`src/hdl/julian_day_to_date_top_macros.svh`:
```
// Assertion macros for the Julian day number to date converter.
// Used by julian_day_to_date_top; expects clk and rst_n in scope.
`ifndef JULIAN_DAY_TO_DATE_TOP_MACROS_SVH
`define JULIAN_DAY_TO_DATE_TOP_MACROS_SVH

// Same-cycle implication, disabled while reset is held.
`define JDD_ASSERT_SAME(lbl, ante, cons, msg) \
  lbl: assert property (@(posedge clk) disable iff (!rst_n) (ante) |-> (cons)) \
    else $error(msg);

// Next-cycle implication, disabled while reset is held.
`define JDD_ASSERT_NEXT(lbl, ante, cons, msg) \
  lbl: assert property (@(posedge clk) disable iff (!rst_n) (ante) |=> (cons)) \
    else $error(msg);

`endif

```
`src/hdl/jdd_pkg.sv`:
```
// Shared types and constants for the Julian day number to date converter.
// No dependencies.
package jdd_pkg;

  localparam int JDW = 23;  // day number width
  localparam int YW  = 16;  // internal year width, signed
  localparam int TW  = 10;  // day-of-year offset width

  // Offsets that make the year-estimate numerator non-negative:
  // jd - 1721120 + 12*146097 and jd - 1721118 + 1179*1461.
  localparam logic [23:0] GREG_ADD  = 24'(12 * 146097 - 1721120);
  localparam logic [23:0] JUL_ADD   = 24'(1179 * 1461 - 1721118);
  localparam logic [15:0] GREG_BIAS = 16'(12 * 400);
  localparam logic [15:0] JUL_BIAS  = 16'(1179 * 4);

  // Year estimate q = floor(NUM * x / DIV), x < 2^24.
  localparam int          RECIP_SH   = 24;
  localparam logic [8:0]  GREG_NUM   = 9'd400;
  localparam logic [8:0]  JUL_NUM    = 9'd4;
  localparam logic [17:0] GREG_DIV   = 18'd146097;
  localparam logic [17:0] JUL_DIV    = 18'd1461;
  localparam logic [15:0] GREG_RECIP = 16'(((64'd1 << RECIP_SH) * 64'd400) / 64'd146097);
  localparam logic [15:0] JUL_RECIP  = 16'(((64'd1 << RECIP_SH) * 64'd4) / 64'd1461);

  // floor(n / 100) for n < 2^15, exact with a rounded-up reciprocal.
  localparam int          CENT_SH    = 21;
  localparam logic [14:0] CENT_RECIP = 15'(((64'd1 << CENT_SH) + 64'd99) / 64'd100);

  // Year start base and days-per-year factor.
  localparam logic signed [25:0] YEAR_BASE = 26'sd1720995;
  localparam logic signed [27:0] DAYS_4Y   = 28'sd1461;

  // Month index floor(10000 t / 306001) for t < 2^10, exact.
  localparam int          MON_SH    = 29;
  localparam logic [24:0] MON_RECIP =
    25'((((64'd1 << MON_SH) * 64'd10000) + 64'd306000) / 64'd306001);

  // floor(3 m / 5) as (m * 3 * 205) >> 10 for m < 64.
  localparam logic [15:0] FIFTH3_MUL = 16'd615;
  localparam int          FIFTH_SH   = 10;

  localparam logic signed [16:0] YEAR_MIN = -17'sd4714;
  localparam logic signed [16:0] YEAR_MAX = 17'sd9999;

  typedef struct packed {
    logic           vld;
    logic           greg;
    logic [JDW-1:0] jd;
  } ctl_t;

endpackage

```
`src/hdl/jdd_year_est.sv`:
```
// Year estimate: four pipeline stages, reciprocal multiply plus one correction.
// Depends on jdd_pkg.
module jdd_year_est import jdd_pkg::*; (
  input  logic                 clk,
  input  logic                 rst_n,
  input  logic                 en,
  input  ctl_t                 ctl_i,
  output ctl_t                 ctl_o,
  output logic signed [YW-1:0] year_o
);

  logic [3:0]     vld_r;
  logic [3:0]     greg_r;
  logic [JDW-1:0] jd_r [4];

  logic [23:0] x1_r, x2_r;
  logic [15:0] q0_r, q3_r;
  logic [33:0] qd_r, ax_r;
  logic signed [YW-1:0] y_r;

  logic [23:0] x1_nxt;
  logic [39:0] prod2;
  logic [15:0] q0_nxt;
  logic [33:0] qd_nxt, ax_nxt, r4;
  logic [15:0] qc;
  logic signed [YW:0] y_wide;
  logic signed [YW-1:0] y_nxt;

  always_comb begin
    x1_nxt = {1'b0, ctl_i.jd} + (ctl_i.greg ? GREG_ADD : JUL_ADD);
    prod2  = 40'(x1_r) * 40'(greg_r[0] ? GREG_RECIP : JUL_RECIP);
    q0_nxt = prod2[39:RECIP_SH];
    qd_nxt = 34'(q0_r) * 34'(greg_r[1] ? GREG_DIV : JUL_DIV);
    ax_nxt = 34'(x2_r) * 34'(greg_r[1] ? GREG_NUM : JUL_NUM);
    // estimate is low by at most one
    r4     = ax_r - qd_r;
    qc     = q3_r + 16'(r4 >= 34'(greg_r[2] ? GREG_DIV : JUL_DIV));
    y_wide = $signed({1'b0, qc}) - $signed({1'b0, greg_r[2] ? GREG_BIAS : JUL_BIAS});
    y_nxt  = y_wide[YW-1:0];
  end

  always_ff @(posedge clk) begin
    if (!rst_n) begin
      vld_r <= '0;
    end else if (en) begin
      vld_r <= {vld_r[2:0], ctl_i.vld};
    end
  end

  always_ff @(posedge clk) begin
    if (en) begin
      greg_r  <= {greg_r[2:0], ctl_i.greg};
      jd_r[0] <= ctl_i.jd;
      jd_r[1] <= jd_r[0];
      jd_r[2] <= jd_r[1];
      jd_r[3] <= jd_r[2];
      x1_r    <= x1_nxt;
      x2_r    <= x1_r;
      q0_r    <= q0_nxt;
      q3_r    <= q0_r;
      qd_r    <= qd_nxt;
      ax_r    <= ax_nxt;
      y_r     <= y_nxt;
    end
  end

  assign ctl_o  = '{vld: vld_r[3], greg: greg_r[3], jd: jd_r[3]};
  assign year_o = y_r;

endmodule

```
`src/hdl/jdd_year_start.sv`:
```
// Year start day and day-of-year offset: three pipeline stages.
// Depends on jdd_pkg.
module jdd_year_start import jdd_pkg::*; (
  input  logic                 clk,
  input  logic                 rst_n,
  input  logic                 en,
  input  ctl_t                 ctl_i,
  input  logic signed [YW-1:0] year_i,
  output logic                 vld_o,
  output logic signed [YW-1:0] year_o,
  output logic [TW-1:0]        t_o,
  output logic                 t_ok_o
);

  logic [2:0]           vld_r;
  logic                 greg_r;
  logic [JDW-1:0]       jd_r [2];
  logic signed [YW-1:0] y_r [3];

  logic signed [27:0] b5_r;
  logic [8:0]         c5_r;
  logic               neg5_r;
  logic signed [25:0] s6_r;
  logic [TW-1:0]      t7_r;
  logic               tok7_r;

  logic signed [27:0] b_nxt;
  logic [YW-1:0]      ay_full;
  logic [29:0]        cp;
  logic [8:0]         c4, k;
  logic signed [10:0] corr;
  logic signed [25:0] s_nxt;
  logic signed [25:0] t_full;

  always_comb begin
    b_nxt   = 28'(year_i) * DAYS_4Y;
    ay_full = year_i[YW-1] ? YW'(-year_i) : YW'(year_i);
    cp      = 30'(ay_full[14:0]) * 30'(CENT_RECIP);
    // century correction truncates toward zero: work on |y|, y/400 = (y/100)/4
    c4      = c5_r >> 2;
    k       = c5_r - c4;
    if (!greg_r) begin
      corr = '0;
    end else if (neg5_r) begin
      corr = 11'sd2 + $signed({2'b0, k});
    end else begin
      corr = 11'sd2 - $signed({2'b0, k});
    end
    s_nxt  = YEAR_BASE + 26'(b5_r >>> 2) + 26'(corr);
    t_full = $signed({3'b0, jd_r[1]}) - s6_r;
  end

  always_ff @(posedge clk) begin
    if (!rst_n) begin
      vld_r <= '0;
    end else if (en) begin
      vld_r <= {vld_r[1:0], ctl_i.vld};
    end
  end

  always_ff @(posedge clk) begin
    if (en) begin
      greg_r  <= ctl_i.greg;
      jd_r[0] <= ctl_i.jd;
      jd_r[1] <= jd_r[0];
      y_r[0]  <= year_i;
      y_r[1]  <= y_r[0];
      y_r[2]  <= y_r[1];
      b5_r    <= b_nxt;
      c5_r    <= cp[29:CENT_SH];
      neg5_r  <= year_i[YW-1];
      s6_r    <= s_nxt;
      t7_r    <= t_full[TW-1:0];
      tok7_r  <= !t_full[25] && (t_full[25:TW] == '0);
    end
  end

  assign vld_o  = vld_r[2];
  assign year_o = y_r[2];
  assign t_o    = t7_r;
  assign t_ok_o = tok7_r;

endmodule

```
`src/hdl/jdd_date_split.sv`:
```
// Month and day split, calendar fix-ups and range check: two stages.
// The second stage is the output register. Depends on jdd_pkg.
module jdd_date_split import jdd_pkg::*; (
  input  logic                 clk,
  input  logic                 rst_n,
  input  logic                 en,
  input  logic                 vld_i,
  input  logic signed [YW-1:0] year_i,
  input  logic [TW-1:0]        t_i,
  input  logic                 t_ok_i,
  output logic                 vld_o,
  output logic [4:0]           day_o,
  output logic [3:0]           month_o,
  output logic signed [14:0]   year_o,
  output logic                 err_o
);

  logic [1:0]           vld_r;
  logic [5:0]           m8_r;
  logic [TW-1:0]        t8_r;
  logic                 tok8_r;
  logic signed [YW-1:0] y8_r;

  logic [4:0]         day_r;
  logic [3:0]         month_r;
  logic signed [14:0] year_r;
  logic               err_r;

  logic [34:0]        mp;
  logic [15:0]        m3;
  logic [10:0]        fm;
  logic signed [11:0] d_s;
  logic signed [6:0]  mm0, mm;
  logic signed [16:0] yy0, yy;
  logic               bad;

  always_comb begin
    mp  = 35'(t_i) * 35'(MON_RECIP);
    // floor(30.6001 m) = 30 m + floor(3 m / 5) for small m
    m3  = 16'(m8_r) * FIFTH3_MUL;
    fm  = 11'(m8_r) * 11'd30 + 11'(m3[15:FIFTH_SH]);
    d_s = $signed({2'b0, t8_r}) - $signed({1'b0, fm});
    mm0 = $signed({1'b0, m8_r}) - 7'sd1;
    mm  = (mm0 > 7'sd12) ? mm0 - 7'sd12 : mm0;
    yy0 = 17'(y8_r) + ((mm <= 7'sd2) ? 17'sd1 : 17'sd0);
    // no year zero
    yy  = (yy0 <= 17'sd0) ? yy0 - 17'sd1 : yy0;
    bad = !tok8_r || (yy < YEAR_MIN) || (yy > YEAR_MAX) ||
          (mm < 7'sd1) || (mm > 7'sd12) || (d_s < 12'sd1) || (d_s > 12'sd31);
  end

  always_ff @(posedge clk) begin
    if (!rst_n) begin
      vld_r <= '0;
    end else if (en) begin
      vld_r <= {vld_r[0], vld_i};
    end
  end

  always_ff @(posedge clk) begin
    if (en) begin
      m8_r    <= mp[34:MON_SH];
      t8_r    <= t_i;
      tok8_r  <= t_ok_i;
      y8_r    <= year_i;
      day_r   <= bad ? '0 : d_s[4:0];
      month_r <= bad ? '0 : mm[3:0];
      year_r  <= bad ? '0 : yy[14:0];
      err_r   <= bad;
    end
  end

  assign vld_o   = vld_r[1];
  assign day_o   = day_r;
  assign month_o = month_r;
  assign year_o  = year_r;
  assign err_o   = err_r;

endmodule

```
`src/hdl/julian_day_to_date_top.sv`:
```
// Julian day number to calendar date converter, top level.
// Depends on jdd_pkg, jdd_year_est, jdd_year_start, jdd_date_split and
// julian_day_to_date_top_macros.svh.
//
//  channel | direction | handshake             | payload
//  --------+-----------+-----------------------+-----------------------------------
//  in_     | request   | in_valid / in_ready   | in_day_number
//  out_    | result    | out_valid / out_ready | day, month, year, range_error
//  cfg_    | write     | cfg_valid / cfg_ready | cfg_calendar_switch_day
//
// One request per cycle while no result is held at the output; each result
// passes 4 stages of year estimate, 3 of year start and 2 of month/day split.
// The output register is the last stage. While a result waits there, every
// stage holds and in_ready drops in the same cycle, so nothing is lost or
// repeated. Synchronous active-low reset clears the valid bits and loads the
// switch day 2361222; cfg_ready is always high.
`include "julian_day_to_date_top_macros.svh"

module julian_day_to_date_top import jdd_pkg::*; (
  input  logic                 clk,
  input  logic                 rst_n,

  input  logic                 in_valid,
  output logic                 in_ready,
  input  logic [22:0]          in_day_number,

  output logic                 out_valid,
  input  logic                 out_ready,
  output logic [4:0]           out_day_of_month,
  output logic [3:0]           out_month_of_year,
  output logic signed [14:0]   out_year_value,
  output logic                 out_range_error,

  input  logic                 cfg_valid,
  output logic                 cfg_ready,
  input  logic [22:0]          cfg_calendar_switch_day
);

  // Calendar switch register; first day number with Gregorian rules.
  logic [JDW-1:0] switch_day_r;

  // Global advance: the whole pipe moves unless a result is stuck at the end.
  logic en;

  ctl_t                 in_ctl, est_ctl;
  logic signed [YW-1:0] est_year, st_year;
  logic                 st_vld;
  logic [TW-1:0]        st_t;
  logic                 st_t_ok;

  assign en        = !out_valid || out_ready;
  assign in_ready  = en;
  assign cfg_ready = 1'b1;

  always_ff @(posedge clk) begin
    if (!rst_n) begin
      switch_day_r <= 23'd2361222;
    end else if (cfg_valid) begin
      switch_day_r <= cfg_calendar_switch_day;
    end
  end

  // Calendar rule is picked once at entry and rides along with the request.
  assign in_ctl = '{vld: in_valid,
                    greg: in_day_number >= switch_day_r,
                    jd: in_day_number};

  // Year estimate from the day number (reciprocal multiply, one fix-up).
  jdd_year_est u_year_est (
    .clk    (clk),
    .rst_n  (rst_n),
    .en     (en),
    .ctl_i  (in_ctl),
    .ctl_o  (est_ctl),
    .year_o (est_year)
  );

  // Start day of the March-based year and offset of the day within it.
  jdd_year_start u_year_start (
    .clk    (clk),
    .rst_n  (rst_n),
    .en     (en),
    .ctl_i  (est_ctl),
    .year_i (est_year),
    .vld_o  (st_vld),
    .year_o (st_year),
    .t_o    (st_t),
    .t_ok_o (st_t_ok)
  );

  // Month and day, January/February roll into the next year, range check.
  jdd_date_split u_date_split (
    .clk     (clk),
    .rst_n   (rst_n),
    .en      (en),
    .vld_i   (st_vld),
    .year_i  (st_year),
    .t_i     (st_t),
    .t_ok_i  (st_t_ok),
    .vld_o   (out_valid),
    .day_o   (out_day_of_month),
    .month_o (out_month_of_year),
    .year_o  (out_year_value),
    .err_o   (out_range_error)
  );

  // A good date has legal day and month and never year zero.
  `JDD_ASSERT_SAME(a_date_legal, out_valid && !out_range_error, (out_day_of_month != 5'd0) && (out_month_of_year != 4'd0) && (out_month_of_year <= 4'd12) && (out_year_value != 15'sd0), "legal date expected without range_error")
  // An error result carries zeros in every date field.
  `JDD_ASSERT_SAME(a_err_zero, out_valid && out_range_error, (out_day_of_month == 5'd0) && (out_month_of_year == 4'd0) && (out_year_value == 15'sd0), "range_error result must be zero")
  // Only a held result may stall the input side.
  `JDD_ASSERT_SAME(a_stall_cause, !in_ready, out_valid && !out_ready, "input stalled without output backpressure")
  // A config write lands in the switch register.
  `JDD_ASSERT_NEXT(a_cfg_write, cfg_valid, switch_day_r == $past(cfg_calendar_switch_day), "switch day write lost")

endmodule

```
`config.mk`:
```
export PLATFORM = sky130hd
export DESIGN_NAME = julian_day_to_date_top
export DESIGN_NICKNAME = d
export VERILOG_FILES = /design/src/hdl/jdd_pkg.sv /design/src/hdl/jdd_year_est.sv /design/src/hdl/jdd_year_start.sv /design/src/hdl/jdd_date_split.sv /design/src/hdl/julian_day_to_date_top.sv
export VERILOG_INCLUDE_DIRS = /design/src /design/src/hdl
export SDC_FILE = /design/constraint.sdc
export NUM_CORES = 2
export LEC_CHECK = 0
export BUFFER_PORTS_ARGS = -buffer_cell sky130_fd_sc_hd__buf_2
export CORE_MARGIN = 4
export CORE_UTILIZATION = 28
export CTS_CLUSTER_DIAMETER = 80
export CTS_CLUSTER_SIZE = 40
export DETAILED_ROUTE_END_ITERATION = 6
export GPL_ROUTABILITY_DRIVEN = 0
export MAX_ROUTING_LAYER = met4
export PLACE_DENSITY_LB_ADDON = 0.12
export SYNTH_ARGS = -nofsm -noshare
export SYNTH_HDL_FRONTEND = slang
export SYNTH_SLANG_ARGS = --single-unit
```
`constraint.sdc`:
```
create_clock -name clk -period 24.3 [get_ports clk]
set_clock_uncertainty 0.15 [all_clocks]
set_input_delay 0 -clock clk [delete_from_list [all_inputs] [get_ports clk]]
set_output_delay 0 -clock clk [all_outputs]
set_load 0.02 [all_outputs]
```
==> run_results.csv <==
group,metric,value,unit
worst_setup_path,critPathTopFamily,"adder cells",
finish,fillers,19500,
clock_network,cts.clk_slew.worst_paths,0.12,ns
timing,fmaxAchievable,125,MHz
synth,synthTopCellsByArea,"edfxtp_1, ha_1, fa_1, inv_1, xnor2_1",
global_route,grt_max_degree,109,
timing,maxSlewViolCount,0,
floorplan,start_util,28.1,%
global_route,gr-usage-met3,1.33,%
worst_setup_path,cp_cell_sequence,"buf_12 > nand2_1 > inv_1 > or2_2 > ha_1 > fa_1 > inv_1 > fa_1 > inv_1 > fa_1 > fa_1 > fa_1 > ha_1 > a211oi_1 > nand4_1 > nor3_1 > o31ai_1 > a2111oi_0 > o311ai_0 > a21o_1 > a21oi_1 > o2111ai_1 > a21oi_1 > xnor2_1",
clock_network,cts_tree,"built",
worst_setup_path,crit_fanout,81,
flow_run,cap_violations,0,
floorplan,num_io_pins,79,
worst_setup_path,cp_num_buf_inv,4,
worst_setup_path,slowest_delay,0.72,ns
synth,async_flop_share,0,%
finish,drive_above_1_share,4.88,%
synth,yosysTopAreaCell,"edfxtp_1",
finish,multi_input_area,33900,sq um
timing,finalWorstSetupSlack,16.28,ns
synth,synth-edff-count,481,
synth,synth.top_cell.area_share,27.0,%
route,firstDrtPassIters,5,
clock_network,clk_latency,0.65,ns
synth,synth_area_per_cell,10.9,sq um
floorplan,core-area,190000,sq um
worst_setup_path,crit_path_frequent_cell,"fa_1",
place,hpwl,98700,um
floorplan,placementRows,160,
worst_setup_path,critPathKind,"reg -> reg",
synth,syn_inst,4904,
synth,syn_area,53500,sq um
global_route,grtUsageTotal,13.2,%
route,num_vias,33700,
route,detail_route.wirelength,123000,um
global_route,grt_pass1_wl,202000,um
global_route,use_met1,17.1,%
floorplan,die-area,198000,sq um
timing,rsz0062_at_grt,"false",
place,dp_cells,7461,
global_route,met2_usage,22.4,%
place,portBuffers,77,
finish,nNetsFinal,6666,
timing,hold_viol_final,0,
synth,yosys_warnings,0,
clock_network,cts_made_buffers,42,
timing,worst_pin_slew,1.06,ns
timing,min_period,8.02,ns
hold_path,hold_path.class,"in -> reg",
status,outcome,"finished clean",
global_route,grt_overflow,0,
worst_setup_path,startpoint_type,"register",
clock_network,clockBufferDepth,3,
route,first_iter_violations,1442,
route,avgRoutedWirePerCell,16.0,um
finish,syn2layout_area_growth,12.2,%
synth,ys_seq_elements,513,
global_route,busiest_layer,"met2",
synth,ys.flop_type,"edfxtp_1",
floorplan,die_w,445,um
route,drtAntennaViolNets,0,
timing,timing.slew.headroom,29.0,%
clock_network,numClockSinks,513,
synth,ys_types,104,
timing,fin_crit_sh,33.0,%
global_route,antenna_found_initial,9,
worst_setup_path,end_kind,"register",
route,via_per_inst,4.39,
synth,ys_seq_area_share,28.2,%
clock_network,ctsHtreeMaxLevel,2,
global_route,grt_pass1_vias,36500,
finish,ff_latch_area,15100,sq um
worst_setup_path,crit_arrival,8.26,ns
finish,finalNonFillerCells,7676,
timing,fin_tns_setup,0,ns
place,pre_cts_slack,16.29,ns
worst_setup_path,crit_path_top_delay_cell,"a2111oi_0",
clock_network,cts_resized,0,
clock_network,cts_root_buffer,"clkbuf_16",
worst_setup_path,required,24.55,ns
timing,setup_viol,0,
route,drc,0,
floorplan,die_h,445,um
-- path summary, 6_finish.rpt --
kind	from	end	slack (ns)	cells after the start
worst min register to register	u_year_start.y_r[0][14]$_DFFE_PP_	u_year_start.y_r[1][14]$_DFFE_PP_	0.23	0
worst max-delay path	u_year_est.greg_r[1]$_DFFE_PP_	u_year_est.qd_r[33]$_DFFE_PP_	16.28	24
worst min-delay path	in_day_number[17]	u_year_est.jd_r[0][17]$_DFFE_PP_	0.05	2
worst max register to register	u_year_est.greg_r[1]$_DFFE_PP_	u_year_est.qd_r[33]$_DFFE_PP_	16.28	24
-- state kept, by name, indices dropped and copies added (netlist names), 9 cells and up --
name                 flops
u_year_start.s6_r       26
u_year_est.x2_r         24
u_year_start.y_r        45
u_date_split.year_o     15
u_year_est.qd_r         34
switch_day_r            23
u_year_est.year_o       16
u_year_start.jd_r       46
u_year_start.t_o        10
u_year_est.x1_r         24
u_date_split.t8_r       10
u_year_est.ax_r         32
u_year_est.q0_r         16
u_year_est.q3_r         14
u_year_est.jd_r         92
u_year_start.c5_r        9
u_year_start.b5_r       28
u_date_split.y8_r       16
-- metal layers --
metal	part of all wire (%)	vias up
met5	0	-
met2	49	281
met1	47	16500
met4	1.7	0
met3	2.5	99
li1	-	16800
-- logic make-up after synthesis --
kind of cell	after synthesis	synth area share, %
other cells	2	0.0141
simple gates	788	7.72
compound gates	673	8.43
fa+ha+maj	1485	42.6
xor+xnor	252	4.18
flops	513	28.2
mux	31	0.592
buf+inv	1160	8.29
-- layout by cell type, fill, tap and decap left out, drive strengths merged, types with 25 or more instances in the layout --
cell type,n
a21boi,30
a21o,75
a21oi,203
and2,60
buf,93
clkbuf,42
dfxtp,32
dlygate4sd3,136
edfxtp,481
fa,555
ha,930
inv,1127
mux2i,26
nand2,174
nand2b,57
nand3,51
nand4,25
nor2,155
nor2b,83
nor3,64
o21a,48
o21ai,106
o21bai,30
or2,25
xnor2,174
xor2,77
-- synthesized netlist by cell type (7+ instances only) --
library cell	count
inv_1	1110
ha_1	930
fa_1	555
edfxtp_1	481
a21oi_1	188
nand2_1	173
xnor2_1	172
nor2_1	154
o21ai_0	101
nor2b_1	82
xor2_1	77
a21o_1	75
nor3_1	63
and2_1	58
nand2b_1	57
nand3_1	50
o21a_1	48
clkbuf_1	34
dfxtp_1	32
o21bai_1	30
mux2i_1	26
a21boi_0	25
or2_2	25
a31oi_1	24
o211ai_1	24
nand4_1	23
and3_1	22
or3_1	19
a211oi_1	18
a21oi_2	15
nor4_1	13
nor3b_1	11
o31ai_1	10
a311oi_1	8
o2111ai_1	8
o311ai_0	8
a211o_1	7
o31a_1	7
-- repair_timing --
item | 4_1_cts | 5_1_grt
setup buffers | 0 | 0
hold buffers | 136 | 0
hold endpoints to repair | 79 | 0
-- worst register-to-register path, stage by stage (launching register included) --
cell,delay (ns)
edfxtp_1,0.42
buf_12,0.23
nand2_1,0.22
inv_1,0.12
or2_2,0.33
ha_1,0.32
fa_1,0.53
inv_1,0.05
fa_1,0.49
inv_1,0.05
fa_1,0.46
fa_1,0.51
fa_1,0.49
ha_1,0.41
a211oi_1,0.35
nand4_1,0.14
nor3_1,0.27
o31ai_1,0.18
a2111oi_0,0.73
o311ai_0,0.35
a21o_1,0.25
a21oi_1,0.28
o2111ai_1,0.16
a21oi_1,0.19
xnor2_1,0.08
-- stage by stage --
stage / hold WS, ns / instance area, sq um / util (%)
after CTS: 0.000398 / 59900 / 31.6
after detailed placement: 0.0793 / 56900 / 29.9
after global placement: 0.0736 / 56900 / 29.9
after global routing: 0.0133 / 60000 / 31.6
final: 0.0542 / 60000 / 31.6
after floorplan: -0.0511 / 53500 / -
-- final cells by class --
type | count | area share, %
antenna | 1 | 0.00417
clock buffer | 42 | 1.75
clock inverter | 36 | 1.12
inverter | 1111 | 6.97
multi-input combinational | 3233 | 56.6
sequential | 513 | 25.2
tap | 2511 | 5.24
timing repair buffer | 229 | 3.13
Power is left out: the tool's default activity adds up to more than one toggle a clock period on the data nets, which glitch-free logic cannot reach.
